[src/design/dta_pkg.sv]
`timescale 1ns / 1ps
`default_nettype none

package dta_pkg;

    localparam int FIELD_W    = 12;
    localparam int SLOT_W     = 4;
    localparam int USED_W     = 5;
    localparam int DIST_W     = 12;
    localparam int DIST_RESET = 50;

    localparam logic MODE_DETECT = 1'b0;
    localparam logic MODE_READ   = 1'b1;

    typedef struct packed {
        logic               mode;
        logic [FIELD_W-1:0] det_x;
        logic [FIELD_W-1:0] det_y;
        logic [FIELD_W-1:0] det_width;
        logic [FIELD_W-1:0] det_height;
        logic [SLOT_W-1:0]  read_slot;
    } t_det;

    typedef struct packed {
        logic               matched;
        logic               dropped;
        logic [SLOT_W-1:0]  slot;
        logic [FIELD_W-1:0] pos_x;
        logic [FIELD_W-1:0] pos_y;
        logic [FIELD_W-1:0] box_width;
        logic [FIELD_W-1:0] box_height;
        logic               slot_valid;
        logic [USED_W-1:0]  entries_used;
    } t_res;

endpackage

`default_nettype wire

[src/design/dta_det_if.sv]
`timescale 1ns / 1ps
`default_nettype none

interface dta_det_if;
    import dta_pkg::*;

    logic valid;
    logic ready;
    t_det data;

    modport source (output valid, output data, input ready);
    modport sink   (input valid, input data, output ready);
endinterface

`default_nettype wire

[src/design/dta_res_if.sv]
`timescale 1ns / 1ps
`default_nettype none

interface dta_res_if;
    import dta_pkg::*;

    logic valid;
    logic ready;
    t_res data;

    modport source (output valid, output data, input ready);
    modport sink   (input valid, input data, output ready);
endinterface

`default_nettype wire

[src/design/dta_sq_unit.sv]
`timescale 1ns / 1ps
`default_nettype none

// Registered squared-difference unit: o_sq = (i_a - i_b)^2.
module dta_sq_unit #(
    parameter int OP_W = 12
) (
    input  wire logic              i_clk,
    input  wire logic [OP_W-1:0]   i_a,
    input  wire logic [OP_W-1:0]   i_b,
    output logic      [2*OP_W-1:0] o_sq
);
    logic [OP_W-1:0]   w_diff;
    logic [2*OP_W-1:0] r_sq;

    always_comb begin
        w_diff = (i_a > i_b) ? (i_a - i_b) : (i_b - i_a);
    end

    always_ff @(posedge i_clk) begin
        r_sq <= (2*OP_W)'(w_diff) * (2*OP_W)'(w_diff);
    end

    assign o_sq = r_sq;
endmodule

`default_nettype wire

[src/design/dta_table.sv]
`timescale 1ns / 1ps
`default_nettype none

// Track table: one write port, one registered read port.
module dta_table #(
    parameter int DEPTH  = 16,
    parameter int IDX_W  = 4,
    parameter int DATA_W = 48
) (
    input  wire logic              i_clk,
    input  wire logic              i_we,
    input  wire logic [IDX_W-1:0]  i_waddr,
    input  wire logic [DATA_W-1:0] i_wdata,
    input  wire logic [IDX_W-1:0]  i_raddr,
    output logic      [DATA_W-1:0] o_rdata
);
    logic [DATA_W-1:0] r_mem [DEPTH];
    logic [DATA_W-1:0] r_rdata;

    always_ff @(posedge i_clk) begin
        if (i_we) begin
            r_mem[i_waddr] <= i_wdata;
        end
        r_rdata <= r_mem[i_raddr];
    end

    assign o_rdata = r_rdata;
endmodule

`default_nettype wire

[src/design/detection_track_associator.sv]
`timescale 1ns / 1ps
`default_nettype none

// Read item: the entry read in S_RDW goes to the result register, then to the output register.
// Detection: the squarer takes one radius pass, then x and y for each compared entry,
// until an entry matches or all used entries have been compared.
// One item in flight: ready returns as the result registers, so a new item is taken
// only once the last one is done; a result waits in S_DONE while the previous one waits for o_res.ready.
// Reset: sync, active low; clears entry count, output valid, radius to 50; table kept.
module detection_track_associator #(
    parameter int TABLE_DEPTH = 16,
    parameter int COORD_WIDTH = 12
) (
    input  wire logic                 i_clk,
    input  wire logic                 i_rst_n,
    dta_det_if.sink                   i_det,
    dta_res_if.source                 o_res,
    input  wire logic                 i_cfg_we,
    input  wire logic [dta_pkg::DIST_W-1:0] i_cfg_wdata
);
    import dta_pkg::*;

    localparam int IDX_W = (TABLE_DEPTH > 1) ? $clog2(TABLE_DEPTH) : 1;
    localparam int CNT_W = $clog2(TABLE_DEPTH + 1);
    localparam int OP_W  = (COORD_WIDTH > DIST_W) ? COORD_WIDTH : DIST_W;
    localparam int SQ_W  = 2 * OP_W;
    localparam int ENT_W = 4 * COORD_WIDTH;

    localparam logic [2:0] S_IDLE = 3'd0;
    localparam logic [2:0] S_LIM  = 3'd1;
    localparam logic [2:0] S_LIMW = 3'd2;
    localparam logic [2:0] S_CHK  = 3'd3;
    localparam logic [2:0] S_SQY  = 3'd4;
    localparam logic [2:0] S_SUM  = 3'd5;
    localparam logic [2:0] S_RDW  = 3'd6;
    localparam logic [2:0] S_DONE = 3'd7;

    typedef struct packed {
        logic [COORD_WIDTH-1:0] x;
        logic [COORD_WIDTH-1:0] y;
        logic [COORD_WIDTH-1:0] w;
        logic [COORD_WIDTH-1:0] h;
    } t_entry;

    logic [2:0]             r_state, n_state;
    logic [CNT_W-1:0]       r_idx, n_idx;
    logic [CNT_W-1:0]       r_cnt, n_cnt;
    logic [DIST_W-1:0]      r_near;
    logic                   r_out_valid, n_out_valid;
    t_res                   r_out, n_out;
    t_res                   r_res, n_res;
    logic [COORD_WIDTH-1:0] r_x, n_x, r_y, n_y, r_w, n_w, r_h, n_h;
    logic [SLOT_W-1:0]      r_rslot, n_rslot;
    logic                   r_hit, n_hit;
    logic [SQ_W-1:0]        r_lim, n_lim;
    logic [SQ_W-1:0]        r_acc, n_acc;

    logic                   w_accept;
    logic [31:0]            w_in_x, w_in_y, w_in_w, w_in_h, w_rs32;
    logic [OP_W-1:0]        w_ua, w_ub;
    logic [SQ_W-1:0]        w_sq;
    logic [SQ_W:0]          w_sum;
    logic [COORD_WIDTH:0]   w_sx, w_sy;
    logic [ENT_W-1:0]       w_rdata;
    t_entry                 w_rd;
    t_entry                 w_wentry;
    logic                   w_we;
    logic [IDX_W-1:0]       w_waddr;
    logic [31:0]            w_o_x, w_o_y, w_o_w, w_o_h, w_o_idx, w_o_cnt, w_o_cnt1;

    assign w_accept    = i_det.valid && i_det.ready;
    assign i_det.ready = (r_state == S_IDLE);
    assign o_res.valid = r_out_valid;
    assign o_res.data  = r_out;

    // Inputs masked or extended to the coordinate width.
    assign w_in_x = 32'(i_det.data.det_x);
    assign w_in_y = 32'(i_det.data.det_y);
    assign w_in_w = 32'(i_det.data.det_width);
    assign w_in_h = 32'(i_det.data.det_height);
    assign w_rs32 = 32'(i_det.data.read_slot);

    assign w_rd = t_entry'(w_rdata);
    assign w_sx = {1'b0, w_rd.x} + {1'b0, r_x};
    assign w_sy = {1'b0, w_rd.y} + {1'b0, r_y};
    assign w_sum = {1'b0, r_acc} + {1'b0, w_sq};

    dta_sq_unit #(
        .OP_W (OP_W)
    ) u_sq (
        .i_clk (i_clk),
        .i_a   (w_ua),
        .i_b   (w_ub),
        .o_sq  (w_sq)
    );

    dta_table #(
        .DEPTH  (TABLE_DEPTH),
        .IDX_W  (IDX_W),
        .DATA_W (ENT_W)
    ) u_table (
        .i_clk   (i_clk),
        .i_we    (w_we),
        .i_waddr (w_waddr),
        .i_wdata (w_wentry),
        .i_raddr (n_idx[IDX_W-1:0]),
        .o_rdata (w_rdata)
    );

    always_comb begin
        // Squarer operand select: radius, then x and y per entry.
        case (r_state)
            S_LIM: begin
                w_ua = OP_W'(r_near);
                w_ub = '0;
            end
            S_SQY: begin
                w_ua = OP_W'(w_rd.y);
                w_ub = OP_W'(r_y);
            end
            default: begin
                w_ua = OP_W'(w_rd.x);
                w_ub = OP_W'(r_x);
            end
        endcase
    end

    always_comb begin
        n_state     = r_state;
        n_idx       = r_idx;
        n_cnt       = r_cnt;
        n_out_valid = r_out_valid && !o_res.ready;
        n_out       = r_out;
        n_res       = r_res;
        n_x         = r_x;
        n_y         = r_y;
        n_w         = r_w;
        n_h         = r_h;
        n_rslot     = r_rslot;
        n_hit       = r_hit;
        n_lim       = r_lim;
        n_acc       = r_acc;
        w_we        = 1'b0;
        w_waddr     = r_idx[IDX_W-1:0];
        w_wentry    = '{x: r_x, y: r_y, w: r_w, h: r_h};

        w_o_x    = 32'(w_rd.x);
        w_o_y    = 32'(w_rd.y);
        w_o_w    = 32'(w_rd.w);
        w_o_h    = 32'(w_rd.h);
        w_o_idx  = 32'(r_idx);
        w_o_cnt  = 32'(r_cnt);
        w_o_cnt1 = 32'(r_cnt) + 32'd1;

        case (r_state)
            S_IDLE: begin
                if (w_accept) begin
                    n_x     = w_in_x[COORD_WIDTH-1:0];
                    n_y     = w_in_y[COORD_WIDTH-1:0];
                    n_w     = w_in_w[COORD_WIDTH-1:0];
                    n_h     = w_in_h[COORD_WIDTH-1:0];
                    n_rslot = i_det.data.read_slot;
                    n_hit   = (w_rs32 < 32'(r_cnt));
                    if (i_det.data.mode == MODE_READ) begin
                        n_idx   = w_rs32[CNT_W-1:0];
                        n_state = S_RDW;
                    end else begin
                        n_idx   = '0;
                        n_state = S_LIM;
                    end
                end
            end
            S_LIM: begin
                n_state = S_LIMW;
            end
            S_LIMW: begin
                n_lim   = w_sq;
                n_state = S_CHK;
            end
            S_CHK: begin
                if (r_idx < r_cnt) begin
                    n_state = S_SQY;
                end else if (r_cnt < CNT_W'(TABLE_DEPTH)) begin
                    // No match: append at the end of the table.
                    w_we     = 1'b1;
                    w_waddr  = r_cnt[IDX_W-1:0];
                    n_cnt    = r_cnt + 1'b1;
                    w_o_x    = 32'(r_x);
                    w_o_y    = 32'(r_y);
                    w_o_w    = 32'(r_w);
                    w_o_h    = 32'(r_h);
                    n_res    = '{matched: 1'b0, dropped: 1'b0,
                                 slot: w_o_cnt[SLOT_W-1:0],
                                 pos_x: w_o_x[FIELD_W-1:0], pos_y: w_o_y[FIELD_W-1:0],
                                 box_width: w_o_w[FIELD_W-1:0],
                                 box_height: w_o_h[FIELD_W-1:0],
                                 slot_valid: 1'b1, entries_used: w_o_cnt1[USED_W-1:0]};
                    n_state  = S_DONE;
                end else begin
                    n_res    = '{matched: 1'b0, dropped: 1'b1, slot: '0,
                                 pos_x: '0, pos_y: '0, box_width: '0, box_height: '0,
                                 slot_valid: 1'b0, entries_used: w_o_cnt[USED_W-1:0]};
                    n_state  = S_DONE;
                end
            end
            S_SQY: begin
                n_acc   = w_sq;
                n_state = S_SUM;
            end
            S_SUM: begin
                if (w_sum < {1'b0, r_lim}) begin
                    w_we     = 1'b1;
                    w_wentry = '{x: w_sx[COORD_WIDTH:1], y: w_sy[COORD_WIDTH:1],
                                 w: r_w, h: r_h};
                    w_o_x    = 32'(w_sx[COORD_WIDTH:1]);
                    w_o_y    = 32'(w_sy[COORD_WIDTH:1]);
                    w_o_w    = 32'(r_w);
                    w_o_h    = 32'(r_h);
                    n_res    = '{matched: 1'b1, dropped: 1'b0,
                                 slot: w_o_idx[SLOT_W-1:0],
                                 pos_x: w_o_x[FIELD_W-1:0], pos_y: w_o_y[FIELD_W-1:0],
                                 box_width: w_o_w[FIELD_W-1:0],
                                 box_height: w_o_h[FIELD_W-1:0],
                                 slot_valid: 1'b1, entries_used: w_o_cnt[USED_W-1:0]};
                    n_state  = S_DONE;
                end else begin
                    n_idx   = r_idx + 1'b1;
                    n_state = S_CHK;
                end
            end
            S_RDW: begin
                if (r_hit) begin
                    n_res = '{matched: 1'b0, dropped: 1'b0, slot: r_rslot,
                              pos_x: w_o_x[FIELD_W-1:0], pos_y: w_o_y[FIELD_W-1:0],
                              box_width: w_o_w[FIELD_W-1:0],
                              box_height: w_o_h[FIELD_W-1:0],
                              slot_valid: 1'b1, entries_used: w_o_cnt[USED_W-1:0]};
                end else begin
                    n_res = '{matched: 1'b0, dropped: 1'b0, slot: r_rslot,
                              pos_x: '0, pos_y: '0, box_width: '0, box_height: '0,
                              slot_valid: 1'b0, entries_used: w_o_cnt[USED_W-1:0]};
                end
                n_state = S_DONE;
            end
            S_DONE: begin
                if (!r_out_valid || o_res.ready) begin
                    n_out       = r_res;
                    n_out_valid = 1'b1;
                    n_state     = S_IDLE;
                end
            end
            default: begin
                n_state = S_IDLE;
            end
        endcase
    end

    always_ff @(posedge i_clk) begin
        if (!i_rst_n) begin
            r_state     <= S_IDLE;
            r_idx       <= '0;
            r_cnt       <= '0;
            r_near      <= DIST_W'(DIST_RESET);
            r_out_valid <= 1'b0;
        end else begin
            r_state     <= n_state;
            r_idx       <= n_idx;
            r_cnt       <= n_cnt;
            r_out_valid <= n_out_valid;
            if (i_cfg_we) begin
                r_near <= i_cfg_wdata;
            end
        end
    end

    always_ff @(posedge i_clk) begin
        r_out   <= n_out;
        r_res   <= n_res;
        r_x     <= n_x;
        r_y     <= n_y;
        r_w     <= n_w;
        r_h     <= n_h;
        r_rslot <= n_rslot;
        r_hit   <= n_hit;
        r_lim   <= n_lim;
        r_acc   <= n_acc;
    end
endmodule

`default_nettype wire

[src/flat_wrapper.sv]
// flat-port wrapper written by rule: the top's interface ports become plain ports
module detection_track_associator_flat import dta_pkg::*;
#(
    parameter int TABLE_DEPTH = 16,
    parameter int COORD_WIDTH = 12
)
  (i_clk, i_rst_n, i_cfg_we, i_cfg_wdata, i_det_valid, i_det_data, i_det_ready, o_res_valid, o_res_data, o_res_ready);
  dta_det_if i_det_i ();
  dta_res_if o_res_i ();
  input  wire logic i_clk;
  input  wire logic i_rst_n;
  input  wire logic i_cfg_we;
  input  wire logic [dta_pkg::DIST_W-1:0] i_cfg_wdata;
  input wire logic [$bits(i_det_i.valid)-1:0] i_det_valid;
  input wire logic [$bits(i_det_i.data)-1:0] i_det_data;
  output wire logic [$bits(i_det_i.ready)-1:0] i_det_ready;
  output wire logic [$bits(o_res_i.valid)-1:0] o_res_valid;
  output wire logic [$bits(o_res_i.data)-1:0] o_res_data;
  input wire logic [$bits(o_res_i.ready)-1:0] o_res_ready;
  assign i_det_i.valid = i_det_valid;
  assign i_det_i.data = i_det_data;
  assign i_det_ready = i_det_i.ready;
  assign o_res_valid = o_res_i.valid;
  assign o_res_data = o_res_i.data;
  assign o_res_i.ready = o_res_ready;
  detection_track_associator #(.TABLE_DEPTH(TABLE_DEPTH), .COORD_WIDTH(COORD_WIDTH)) u_core (.i_clk(i_clk), .i_rst_n(i_rst_n), .i_det(i_det_i), .o_res(o_res_i), .i_cfg_we(i_cfg_we), .i_cfg_wdata(i_cfg_wdata));
endmodule
[config.mk]
export PLATFORM = sky130hd
export DESIGN_NAME = detection_track_associator_flat
export DESIGN_NICKNAME = d
export VERILOG_FILES = /design/src/design/dta_pkg.sv /design/src/design/dta_det_if.sv /design/src/design/dta_res_if.sv /design/src/design/dta_sq_unit.sv /design/src/design/dta_table.sv /design/src/design/detection_track_associator.sv /design/src/flat_wrapper.sv
export SDC_FILE = /design/constraint.sdc
export NUM_CORES = 2
export LEC_CHECK = 0
export ABC_AREA = 1
export BUFFER_PORTS_ARGS = -buffer_cell sky130_fd_sc_hd__buf_4
export CAP_MARGIN = 10
export CORE_MARGIN = 1
export CORE_UTILIZATION = 52
export DETAILED_ROUTE_END_ITERATION = 10
export MAX_ROUTING_LAYER = met4
export PLACE_DENSITY = 0.73
export SLEW_MARGIN = 20
export SYNTH_ARGS = -nofsm -noshare
export SYNTH_HDL_FRONTEND = slang
export SYNTH_SLANG_ARGS = --single-unit
[constraint.sdc]
create_clock -name i_clk -period 9.3 [get_ports i_clk]
set_input_delay 0 -clock i_clk [delete_from_list [all_inputs] [get_ports i_clk]]
set_output_delay 0 -clock i_clk [all_outputs]
set_load 0.03 [all_outputs]
# After elaboration in Yosys (flattened, before gate mapping)
# Memory sizes are Yosys's and may differ from the RTL's. A register that Yosys moved wholly into a read port is not among the register bits.
# Cells that the tools add are included.
# word_totals
regBits	271
ramBits	768
inputBits	70
memories	1
wordCells	106
output_inout_bits	62
# mem_list
memory	words	width	rd	rd_ports_with_merged_regs	write_ports	line_no	source
u_core.u_table.r_mem	16	48	1	1	1	dta_table.sv:17	logic [DATA_W-1:0] r_mem [DEPTH];
# classes
multipliers	1
n_eq_ne	12
reduce_logical	14
muxes	31
n_bitwise	1
addsub	8
magnitude_cmp	5
# op_table
op	count
one-hot mux 60 bit (3 select lines)	1
2-to-1 mux 60 bit	2
2-to-1 mux 48 bit	2
2-to-1 mux 59 bit	1
2-to-1 mux 54 bit	1
one-hot mux 12 bit (2 select lines)	2
adder 12 x 12 -> 13 bit	2
adder 24 x 24 -> 25 bit	1
< comparator 25 x 24 -> 1 bit	1
multiplier 12 x 12 -> 24 bit	1
one-hot mux 3 bit (8 select lines)	1
subtractor 12 bit	2
2-to-1 mux 4 bit	4
adder 5 x 1 -> 5 bit (second input constant)	3
equality test 3 bit (second input constant)	4
greater-than comparator 12 bit	1
2-to-1 mux 12 bit	1
2-to-1 mux 3 bit	4
2-to-1 mux 5 bit	2
one-hot mux 5 bit (2 select lines)	1
AND reduction 3 bit	3
2-to-1 mux 1 bit	7
equality test 3 x 2 -> 1 bit (second input constant)	2
!= test 2 bit (second input constant)	3
15 further kinds	20

# Logic depth before layout (Yosys ltp)
# depth
depth_word	6
mapped_depth	49
ltp_nobuf	48

# Modules after synthesis
# From an unflattened synthesis, not the netlist that was laid out.
# hier_totals
hier_cells	5196
area_unflattened_um2	52461.6
# by_module_without_submodules
module	area_per_inst_um2	n_inst	cells_each
dta_table	33988.8	1	3165
detection_track_associator	12428.2	1	1212
dta_sq_unit	6044.5	1	819

# Worst setup path before layout
# Ideal clock, no wire load.
# synth_timing
path_kind	register to register
from	register u_core.r_state[2]
to	register u_core.u_sq.r_sq[21] (netlist: u_core.u_sq.o_sq[21])
t_arrival_ns	8.113
setup_time_ns	0.119
stages_incl_launch_ff	39
path_buffers	2
period_less_slack_ns	8.231
t_required_ns	9.181
path_slack_ns	1.069
path_cell_list	dfxtp_1 > inv_1 > nor2_1 > clkbuf_1 > a22oi_1 > inv_1 > ha_1 > a21oi_1 > o21ai_1 > a21oi_1 > o21ai_1 > nand2_1 > nand2_1 > nand2_1 > buf_2 > nor2_1 > o21ai_0 > xor2_2 > (+3 left out) > fa_1 > fa_1 > inv_1 > fa_1 > inv_1 > fa_1 > inv_1 > ha_1 > nand2_1 > o21ai_0 > a21boi_0 > o21ai_0 > nand3_1 > o21bai_1 > nand2_1 > nand2_1 > a21oi_1 > xnor2_1
# synth_between
elab_chain_len	5
# synth_rtl
item	line_no	source
start: declaration	detection_track_associator.sv:45	logic [2:0] r_state, n_state;
start signal: assignment	detection_track_associator.sv:266	r_state <= n_state;
equality test 3 bit / equality test 3 x 1 -> 1 bit (equally long branches)	detection_track_associator.sv:112	case (r_state)
one-hot mux 12 bit (2 select lines)	detection_track_associator.sv:112	
subtractor 12 bit / greater-than comparator 12 bit (equally long branches)	dta_sq_unit.sv:17	w_diff = (i_a > i_b) ? (i_a - i_b) : (i_b - i_a);
2-to-1 mux 12 bit (*)	dta_sq_unit.sv:17	
multiplier 12 x 12 -> 24 bit (*)	dta_sq_unit.sv:21	r_sq <= (2*OP_W)'(w_diff) * (2*OP_W)'(w_diff);
end signal: assignment	dta_sq_unit.sv:21	
end: declaration	dta_sq_unit.sv:14	logic [2*OP_W-1:0] r_sq;
# Mark *: on every way between the ends. The rest lies on a longest branch, timed or not.
# A chain may end at the register's enable or synchronous reset.

# Final worst setup path
# layout_timing
from	register u_core.r_state[0]
to	register u_core.u_sq.r_sq[21] (netlist: u_core.u_sq.o_sq[21])
# The elaborated chain is that of the path after synthesis.

==> results.ini <==
[sta]
max_freq_ghz = 0.116
finalCritPeriodShare_pct = 92.8
final_max_slew_viol_count = 0
post-route-min-period_ps = 8630
worst_pin_slew_ps = 1190
hold_violations = 0
rsz0062_at_grt = no
fin_skew_ps = 63.9
maxSlewHeadroom_pct = 20.4
fin_setup_tns_ps = 0
setup-violations-final = 0

[die]
core_area_sq_mm = 0.0987
placementRows = 115
io_pins = 132
die_x_microns = 318
start_util_pct = 52.7
die_area_sq_mm = 0.101
die_height_microns = 318

[cells_and_area]
fin_nets = 5407
mostFrequentLayoutCells = edfxtp_1 (987), nand3_1 (917), inv_1 (875), nand2_1 (765), buf_4 (213)
layout-drive-gt1-share_pct = 8.42
fillers = 7822
final_common_cell = edfxtp_1
syn_to_final_growth_pct = 13.7

[cts]
cts_tree = built
cts_buffer_depth = 3
worstSkewPairLatency_ps = 710
cts_buffers = 107
clkSinkCount = 1084
cts_root_buffer = clkbuf_16
clkSlewWorstSetupHoldPaths_ps = 60
htreeDepth = 3

[routing]
drc_errors = 0
via_count = 36200
wire_per_inst_microns = 20.7
drt-pass1-iter-count = 6
first_iter_violations = 4555
postRouteAntennaNets = 0
postRouteWirelength_microns = 134000
avgViaCountPerCell = 5.58

[global_route]
top_usage_layer = met2
track_usage_pct = 27.1
grt_pass1_vias = 35100
antenna_found_initial = 2
use_met3_pct = 3.42
grt_pass1_wl_microns = 206000
grt_use_met1_pct = 36.1
met2_usage_pct = 43.5
grt_max_degree = 151
grt.overflow.total = 0

[place]
place.gp.congestion = 0.921
dp_hpwl_microns = 75200
port_buffers = 131

[setup_path]
cp_slowest_cell = fa_1
ff2ff_setup_slack_ps = 670
critPathKind = reg2reg
critical-path-max-stage-delay_ps = 550
cp.arrival_ps = 9210
cp-end-kind = flop
crit_path_start_kind = flop
crit_path_max_fanout = 13
cpMostUsedCell = nand2_1
worstPathRequired_ps = 9880
reg2reg_depth = 43

[synthesis]
synth_nets = 5207
synth-seq-area-share_pct = 60.7
syn_area_sq_mm = 0.0520
async_flop_share_pct = 0
yosys_warnings = 0
synth_cells = 4898
ys_seq_elements = 1084
synth_cell_type_count = 47
synth_edf_count = 987
synth.avg_cell_area_sq_um = 10.6
synth_top_flop_cell = edfxtp_1

[worst_hold_path]
holdPathStages = 2
hold_class = in2reg

[outcome]
outcome = finished clean

[run]
cap_violations = 0

## sequential cells by signal (all words and copies together) (netlist names)
name	flops
u_core.r_res	60
u_core.r_rslot	4
u_core.r_acc	23
u_core.r_state	3
u_core.o_res.valid	1
u_core.r_hit	1
u_core.r_w	12
u_core.r_y	12
u_core.r_lim	23
u_core.r_x	12
u_core.r_h	12
u_core.r_cnt	5
u_core.u_sq.o_sq	23
u_core.o_res.data	60
u_core.r_near	12
u_core.r_idx	5
u_core.u_table.r_mem	768
u_core.u_table.o_rdata	48
## what timing repair did
action                                  CTS  global route
hold buffers                            112             0
resized for setup                         0             3
hold endpoints to repair                 97             0
setup buffers                             0             2
endpoints found under the setup margin    0             5
## per-stage QoR
step           instances  cell area, sq um  hold slack (ps)  setup WS [ps]  util (%)
2_1_floorplan       4898             52000             98.9           1070         -
3_3_place_gp        6162             54300              178            572      55.0
3_5_place_dp        6162             54300              179            401      55.0
4_1_cts             6477             59100             2.72            351      59.9
5_1_grt             6480             59200             21.0           32.1      59.9
6_report            6480             59200             26.0            671      59.9
## kinds of logic after synthesis
group | after synthesis | share of synthesized area, %
adders and majority gates | 239 | 6.94
xor gates and xnor gates | 81 | 1.41
buffers and inverters | 1119 | 8.72
DFF | 1084 | 60.7
AOI/OAI and AO/OA | 292 | 3.37
and+or+nand+nor | 2083 | 18.9
## routing by layer
layer / wire (microns) / part of all wire (%)
met4: 3250 / 2.4
met2: 65100 / 48
met1: 55100 / 41
met3: 10800 / 8.0
met5: 0 / 0
## area by class of cell
class / instances / area [sq um] / area share, %
inverters: 883 / 3320 / 5.62
multi-input cells: 2695 / 16100 / 27.3
clock inverters: 62 / 840 / 1.42
repair buffers: 327 / 2760 / 4.67
clock buffers: 141 / 2920 / 4.93
well taps: 1287 / 1610 / 2.72
diodes: 1 / 2.50 / 0.00423
flip-flops and latches: 1084 / 31600 / 53.4
## critical path: cells and delay by family, from the launching register on
kind            cells  cell delay (ps)
flops               1              410
compound gates     11             1910
xor+xnor            2              430
buf+inv             9              960
fa+ha+maj           8             3490
simple gates       13             1340
## synthesized netlist by cell type (5+ instances only)
master,n,area (sq um)
dfxtp_1,97,1940
inv_1,878,3300
o21bai_1,6,45.0
a221oi_1,10,87.6
a22oi_1,13,97.6
xnor2_1,21,184
buf_2,148,741
nor3_1,15,75.1
a31oi_1,8,50.1
o221ai_1,14,123
o21ai_1,6,30.0
buf_4,11,82.6
buf_1,8,30.0
xor2_1,57,499
nand4_1,9,56.3
buf_6,15,169
o2111ai_1,6,52.6
nand3b_1,194,1460
nor4_1,6,37.5
nand3_1,917,4590
o21ai_0,87,435
edfxtp_1,987,29600
nor2_1,164,616
fa_1,83,1660
a21oi_1,99,495
o211ai_1,18,135
inv_2,5,18.8
a21o_1,9,67.6
clkbuf_1,54,203
nand2_1,767,2880
ha_1,156,1950
## path summary, 6_finish.rpt
check / from / to
worst min-delay path: i_det_data[11] / u_core.r_h[7]
worst min register to register: u_core.r_res[38] / u_core.o_res.data[38]
worst max-delay path: u_core.r_state[0] / u_core.u_sq.o_sq[21]
worst max register to register: u_core.r_state[0] / u_core.u_sq.o_sq[21]
Power is left out: the tool's default activity adds up to more than one toggle a clock period on the data nets, which glitch-free logic cannot reach.
